File: src/rtl/tlw_pkg.sv
// Shared types and constants for the ticket lock with waiter wake-up.
package tlw_pkg;

  localparam int unsigned IN_TDATA_W  = 8;
  localparam int unsigned OUT_TDATA_W = 24;
  localparam int unsigned OUT_TUSER_W = 3;
  localparam int unsigned ISSUED_W    = 16;
  localparam int unsigned THREAD_W    = 8;

  typedef enum logic [1:0] {
    STATUS_GRANTED  = 2'd0,
    STATUS_QUEUED   = 2'd1,
    STATUS_RELEASED = 2'd2,
    STATUS_REJECTED = 2'd3
  } status_e;

  typedef enum logic {
    ST_IDLE,
    ST_BUSY
  } state_e;

  typedef enum logic {
    ACTION_LOCK   = 1'b0,
    ACTION_UNLOCK = 1'b1
  } action_e;

  // broadcast to every waiter cell
  typedef struct packed {
    logic alloc;
    logic wake;
  } cell_cmd_t;

  // rippled from cell to cell, lowest index first
  typedef struct packed {
    logic free_seen;
    logic hit_seen;
  } chain_t;

endpackage

File: src/rtl/tlw_cell.sv
// One waiter slot: valid bit, thread and ticket, with its link in the priority chain.
module tlw_cell #(
  parameter int unsigned TICKET_BITS = 16,
  parameter int unsigned THREAD_BITS = 8
) (
  input  logic                   clk_i,
  input  logic                   rst_ni,
  input  tlw_pkg::cell_cmd_t     cmd_i,
  input  logic [TICKET_BITS-1:0] key_i,
  input  logic [THREAD_BITS-1:0] thread_i,
  input  tlw_pkg::chain_t        chain_i,
  input  logic [THREAD_BITS-1:0] hit_thread_i,
  output tlw_pkg::chain_t        chain_o,
  output logic [THREAD_BITS-1:0] hit_thread_o
);

  logic                   valid_q, valid_d;
  logic [TICKET_BITS-1:0] ticket_q;
  logic [THREAD_BITS-1:0] thread_q;
  logic                   match;
  logic                   claim;
  logic                   hit;

  assign match = valid_q && (ticket_q == key_i);
  assign claim = cmd_i.alloc && !valid_q && !chain_i.free_seen;
  assign hit   = cmd_i.wake && match && !chain_i.hit_seen;

  assign chain_o.free_seen = chain_i.free_seen | !valid_q;
  assign chain_o.hit_seen  = chain_i.hit_seen | (cmd_i.wake & match);
  assign hit_thread_o      = hit ? thread_q : hit_thread_i;

  always_comb begin
    valid_d = valid_q;
    if (claim) begin
      valid_d = 1'b1;
    end else if (hit) begin
      valid_d = 1'b0;
    end
  end

  always_ff @(posedge clk_i or negedge rst_ni) begin
    if (!rst_ni) begin
      valid_q <= 1'b0;
    end else begin
      valid_q <= valid_d;
    end
  end

  always_ff @(posedge clk_i) begin
    if (claim) begin
      ticket_q <= key_i;
      thread_q <= thread_i;
    end
  end

endmodule

File: src/rtl/ticket_lock_with_waiter_wake_core.sv
// Ticket lock with waiter wake-up: top level, counters, control and output register.
//
// Requests enter on the s_axis channel: tuser is the action (0 lock, 1 unlock),
// tdata the requesting thread. Each request produces exactly one response on
// m_axis: tuser holds status and the wake flag, tdata the issued ticket and the
// woken thread.
// A lock draws the next ticket and is granted at once if that ticket is being
// served; otherwise the thread waits in a row of WAITER_SLOTS cells (lowest free
// cell first), or is rejected without a ticket when every cell is taken. An
// unlock with a ticket outstanding advances serving and wakes that ticket's cell.
// An accepted request is latched and executed in the BUSY state, which loads
// the response register; m_axis presents the response from that register.
// Only one request is in flight: none is taken while one executes in BUSY;
// the slot search and ticket match ripple through the cell row combinationally.
// Reset clears both counters and all cell valid bits; no clearing pass.
// A stalled response holds in the output register; a new request is taken only
// once that register is empty or being drained in the same cycle.
module ticket_lock_with_waiter_wake_core #(
  parameter int unsigned WAITER_SLOTS = 16,
  parameter int unsigned TICKET_BITS  = 16,
  parameter int unsigned THREAD_BITS  = 8
) (
  input  logic                               clk_i,
  input  logic                               rst_ni,
  input  logic                               s_axis_tvalid_i,
  output logic                               s_axis_tready_o,
  input  logic [tlw_pkg::IN_TDATA_W-1:0]     s_axis_tdata_i,  // [7:0] thread_id
  input  logic                               s_axis_tuser_i,  // [0] action
  output logic                               m_axis_tvalid_o,
  input  logic                               m_axis_tready_i,
  // [15:0] issued_ticket, [23:16] wake_thread
  output logic [tlw_pkg::OUT_TDATA_W-1:0]    m_axis_tdata_o,
  // [1:0] status, [2] wake_valid
  output logic [tlw_pkg::OUT_TUSER_W-1:0]    m_axis_tuser_o
);

  tlw_pkg::state_e        state_q, state_d;
  logic                   req_action_q;
  logic [THREAD_BITS-1:0] req_thread_q;
  logic [TICKET_BITS-1:0] next_q, next_d;
  logic [TICKET_BITS-1:0] serving_q, serving_d;
  logic [TICKET_BITS-1:0] serving_inc;
  logic [TICKET_BITS-1:0] key;
  logic                   s_fire;
  logic                   is_lock;
  logic                   held;
  logic                   full;

  tlw_pkg::cell_cmd_t     cmd;
  tlw_pkg::chain_t        chain   [WAITER_SLOTS+1];
  logic [THREAD_BITS-1:0] hit_thr [WAITER_SLOTS+1];

  logic                   out_valid_q, out_valid_d;
  tlw_pkg::status_e       out_status_q, out_status_d;
  logic [tlw_pkg::ISSUED_W-1:0] out_issued_q, out_issued_d;
  logic                   out_wake_q, out_wake_d;
  logic [tlw_pkg::THREAD_W-1:0] out_thread_q, out_thread_d;
  logic [31:0]            next_wide;
  logic [15:0]            thr_wide;

  assign s_fire      = s_axis_tvalid_i && s_axis_tready_o;
  assign is_lock     = (req_action_q == tlw_pkg::ACTION_LOCK);
  assign held        = (next_q != serving_q);
  assign serving_inc = serving_q + TICKET_BITS'(1);
  assign key         = is_lock ? next_q : serving_inc;
  assign full        = !chain[WAITER_SLOTS].free_seen;
  assign next_wide   = 32'(next_q);
  assign thr_wide    = 16'(hit_thr[WAITER_SLOTS]);

  // next state
  always_comb begin
    state_d = state_q;
    case (state_q)
      tlw_pkg::ST_IDLE: if (s_fire) state_d = tlw_pkg::ST_BUSY;
      tlw_pkg::ST_BUSY: state_d = tlw_pkg::ST_IDLE;
      default:          state_d = tlw_pkg::ST_IDLE;
    endcase
  end

  // state outputs
  always_comb begin
    s_axis_tready_o = 1'b0;
    cmd             = '0;
    case (state_q)
      tlw_pkg::ST_IDLE: s_axis_tready_o = !out_valid_q || m_axis_tready_i;
      tlw_pkg::ST_BUSY: begin
        cmd.alloc = is_lock && held;
        cmd.wake  = !is_lock && held;
      end
      default: ;
    endcase
  end

  assign chain[0]   = '0;
  assign hit_thr[0] = '0;

  for (genvar i = 0; i < WAITER_SLOTS; i++) begin : g_cell
    tlw_cell #(
      .TICKET_BITS(TICKET_BITS),
      .THREAD_BITS(THREAD_BITS)
    ) u_cell (
      .clk_i       (clk_i),
      .rst_ni      (rst_ni),
      .cmd_i       (cmd),
      .key_i       (key),
      .thread_i    (req_thread_q),
      .chain_i     (chain[i]),
      .hit_thread_i(hit_thr[i]),
      .chain_o     (chain[i+1]),
      .hit_thread_o(hit_thr[i+1])
    );
  end

  // execute: counters and response
  always_comb begin
    next_d       = next_q;
    serving_d    = serving_q;
    out_valid_d  = out_valid_q && !m_axis_tready_i;
    out_status_d = out_status_q;
    out_issued_d = out_issued_q;
    out_wake_d   = out_wake_q;
    out_thread_d = out_thread_q;
    if (state_q == tlw_pkg::ST_BUSY) begin
      out_valid_d  = 1'b1;
      out_issued_d = '0;
      out_wake_d   = 1'b0;
      out_thread_d = '0;
      if (is_lock) begin
        if (held && full) begin
          out_status_d = tlw_pkg::STATUS_REJECTED;
        end else begin
          out_status_d = held ? tlw_pkg::STATUS_QUEUED : tlw_pkg::STATUS_GRANTED;
          out_issued_d = next_wide[15:0];
          next_d       = next_q + TICKET_BITS'(1);
        end
      end else begin
        out_status_d = tlw_pkg::STATUS_RELEASED;
        if (held) begin
          serving_d    = serving_inc;
          out_wake_d   = chain[WAITER_SLOTS].hit_seen;
          out_thread_d = thr_wide[7:0];
        end
      end
    end
  end

  always_ff @(posedge clk_i or negedge rst_ni) begin
    if (!rst_ni) begin
      state_q     <= tlw_pkg::ST_IDLE;
      next_q      <= '0;
      serving_q   <= '0;
      out_valid_q <= 1'b0;
    end else begin
      state_q     <= state_d;
      next_q      <= next_d;
      serving_q   <= serving_d;
      out_valid_q <= out_valid_d;
    end
  end

  always_ff @(posedge clk_i) begin
    if (s_fire) begin
      req_action_q <= s_axis_tuser_i;
      req_thread_q <= THREAD_BITS'(s_axis_tdata_i);
    end
    out_status_q <= out_status_d;
    out_issued_q <= out_issued_d;
    out_wake_q   <= out_wake_d;
    out_thread_q <= out_thread_d;
  end

  assign m_axis_tvalid_o = out_valid_q;
  assign m_axis_tdata_o  = {out_thread_q, out_issued_q};
  assign m_axis_tuser_o  = {out_wake_q, out_status_q};

endmodule

File: config.mk
export PLATFORM = sky130hd
export DESIGN_NAME = ticket_lock_with_waiter_wake_core
export DESIGN_NICKNAME = d
export VERILOG_FILES = /design/src/rtl/tlw_pkg.sv /design/src/rtl/tlw_cell.sv /design/src/rtl/ticket_lock_with_waiter_wake_core.sv
export SDC_FILE = /design/constraint.sdc
export NUM_CORES = 1
export LEC_CHECK = 0
export BUFFER_PORTS_ARGS = -buffer_cell sky130_fd_sc_hd__buf_2
export CAP_MARGIN = 20
export CORE_MARGIN = 5
export CORE_UTILIZATION = 59
export CTS_BUF_LIST = sky130_fd_sc_hd__clkbuf_4 sky130_fd_sc_hd__clkbuf_8
export CTS_CLUSTER_SIZE = 14
export DETAILED_ROUTE_END_ITERATION = 8
export PLACE_DENSITY = 0.76
export SLEW_MARGIN = 20
export SYNTH_ARGS = -nofsm -noshare
export SYNTH_HDL_FRONTEND = slang
export SYNTH_SLANG_ARGS = --single-unit
File: constraint.sdc
create_clock -name clk_i -period 6.35 [get_ports clk_i]
set_clock_uncertainty 0.15 [all_clocks]
set_input_delay 1.27 -clock clk_i [delete_from_list [all_inputs] [get_ports clk_i]]
set_output_delay 1.27 -clock clk_i [all_outputs]
set_load 0.1 [all_outputs]
==> run metrics <==
final setup fails=0; ys async rst share=between 10% and 20%; syn_nets=1839; total grt overflow=0; # nets final=1955; Leak=9.08 nW; Post-DP HPWL=50400 um; # DRC=0; vias per cell=6.55; core area=~39000 sq um; antenna fix cells=0; Sequential Power Share=between 40% and 50%; post-synthesis cell count=between 1500 and 2000; Reg clk slew, reported paths=around 60 ps; average size of a mapped cell=12.6 sq um; combinational share of power=19.6%; min Tclk post-route=6000 ps; critical path fanouts, max=17; final setup TNS=0 ps; Net Sw Frac=30.9%; NetSw=2.50 mW; endpoints failing hold=0; IO buf count=41; largest net degree at the start of global routing=112; post-synth top area cell=edfxtp_1; hold slack=388 ps; commonest non-fill, non-tap cell in the layout=edfxtp_1; final wirelength=71500 um; clk buf depth=3; DRT iter0 DRCs=2274; row count=72; CP startpoint kind=register; CTS tree=done; share of post-route cells with drive strength above 1=17.5%; Arr. time, crit path=about 6200 ps; Worst IR Drop VDD=0.000219 V; setup bufs post-CTS=0; Wirelength per Cell=28.4 um; Worst-Margin Slew=around 950 ps; Die ar.=42900 sq um; vias in the first global route=16000; share of the synthesized area in the top cell type=~55%; netlist area before placement=22900 sq um; die width=about 210 um; Final Max Slew Viols=0; CTS Hold Bufs=0; outcome=complete, no violations; Starting Density=between 50% and 60%; Setup crit end kind=register; first-pass GRT wire length=105000 um; most frequent cells in the layout=420 x edfxtp_1, 175 x xnor2_1, 116 x xor2_1, 109 x nand2_1, 98 x buf_4; vias=16500; CTS root buf=clkbuf_8; Max-cap violations=0; cts bufs inserted=77; RSZ-0062 raised after global routing=no; Clock Sinks=470; Clock H-tree levels=3; kind of critical path=register to register; synth-to-layout area growth=12.3%; fraction of the yosys area taken by sequential cells=60.4%; Pwr Density=314 nW/um^2; initial antenna violation count=1; Synth area leaders=edfxtp_1 55%, xnor2_1 6.7%, dfrtp_1 5.5%, xor2_1 4.4%, nand2_1 1.8%; chip height=207 um; Hold WC Path Type=register to register; WP data required=around 6600 ps; synth warn=0; count of different cell masters after synthesis=103; f_max=between 0.15 and 0.2 GHz; ys flop type=edfxtp_1; Post-synth EDFFs=420; TritonRoute pass-1 iters=5; routability-driven placement congestion ratio=1.01; Worst-Skew Late Latency=around 660 ps; Antenna Violating Nets Remaining=0; fin crit share=94.5%; Slew HR=36.2%; GRT Util Overall=32.8%; Resized cells post-CTS=0; Internal=5.59 mW; Yosys reg bits=470; Clock power frac=33.8%; num ports=42
[power by group through the flow]
| stage | clock network, mW | logic (mW) | registers [mW] |
|---|---|---|---|
| after global routing | 2.92 | 1.65 | 3.78 |
| after detailed placement | 0 | 1.55 | 3.82 |
| final | 2.74 | 1.58 | 3.77 |
| after floorplan | 0 | 0.897 | 3.82 |
| after global placement | 0 | 1.53 | 3.82 |
| after CTS | 2.77 | 1.55 | 3.76 |
[flip-flops by register name, indices dropped and copies added, names as in the netlist, 2 cells and up]
signal	flops
serving_q	16
req_thread_q	8
next_q	16
g_cell.u_cell.thread_q	128
out_status_q	2
g_cell.u_cell.valid_q	16
out_issued_q	16
g_cell.u_cell.ticket_q	256
out_thread_q	8
[synthesized netlist by cell type, drive strengths merged (8+ instances only)]
cell	n
a21oi	47
dfrtp	50
or4	16
a211oi	14
mux2i	21
xnor2	177
inv	56
clkbuf	35
nand2b	14
a2111oi	19
o22ai	15
or3	13
o221ai	8
nor2b	14
buf	69
nor2	93
nand2	110
a31oi	17
or2	12
o211ai	21
o31ai	8
a21o	13
nand3	67
edfxtp	420
nor4	38
and2	20
o21ai	60
and3	16
nor3	44
o2111ai	16
a221oi	14
xor2	116
nand4	35
[metrics by stage]
stage | utilization [%] | area, sq um | cells | setup WS (ps) | power (mW)
3_3_place_gp | 62.6 | 24200 | 2379 | 337 | 5.35
4_1_cts | 66.8 | 25800 | 2518 | 113 | 8.08
2_1_floorplan | - | 22900 | 1824 | 1150 | 4.71
5_1_grt | 66.8 | 25800 | 2518 | 64.1 | 8.35
6_report | 66.8 | 25800 | 2518 | 347 | 8.09
3_5_place_dp | 62.6 | 24200 | 2379 | 218 | 5.37
[final timing paths]
check                                 from         endpoint  slack (ps)  cells after the start
max in group asynchronous           rst_ni          state_q        4840                      2
min                        m_axis_tvalid_o  m_axis_tvalid_o         390                      2
min reg2reg                m_axis_tvalid_o  m_axis_tvalid_o         390                      2
min in group asynchronous           rst_ni        next_q[7]         630                      2
max reg2reg                   serving_q[0]  out_thread_q[1]         350                     13
max                           serving_q[0]  out_thread_q[1]         350                     13
[cell families after synthesis]
| family | count (synthesis) | synth area share, % |
|---|---|---|
| compound gates | 342 | 11.0 |
| buf+inv | 164 | 3.20 |
| fa+ha+maj | 2 | 0.109 |
| xor+xnor | 296 | 11.6 |
| flops | 470 | 60.4 |
| mux | 27 | 1.23 |
| simple gates | 523 | 12.5 |
[worst max-delay path, stage by stage, from the launching register on]
cell,delay [ps]
dfrtp_1,530
ha_1,520
nand3_2,500
nor4_2,640
nor3_2,230
xor2_1,200
a2111oi_0,610
and4_1,490
a21o_1,420
or4b_1,460
o32a_1,260
o2111ai_1,150
a211oi_1,410
o21ai_1,140
[final cells by class]
type | instances | area [sq um]
Tap cell | 518 | 648
Clock buffer | 123 | 1450
Inverter | 60 | 231
Sequential cell | 470 | 13900
Multi-Input combinational cell | 1190 | 8440
Fill cell | 2880 | 12800
Timing Repair Buffer | 141 | 981
Clock inverter | 16 | 155
[per-layer routing]
metal | global-route usage (%) | share of wire, % | up-vias
met5 | 0 | 0 | -
met4 | 14.8 | 4.9 | 0
li1 | - | - | 7140
met3 | 10.2 | 13 | 197
met1 | 45.7 | 38 | 8046
met2 | 47.8 | 44 | 1114
No activity file was read; power rests on OpenSTA's default activity.
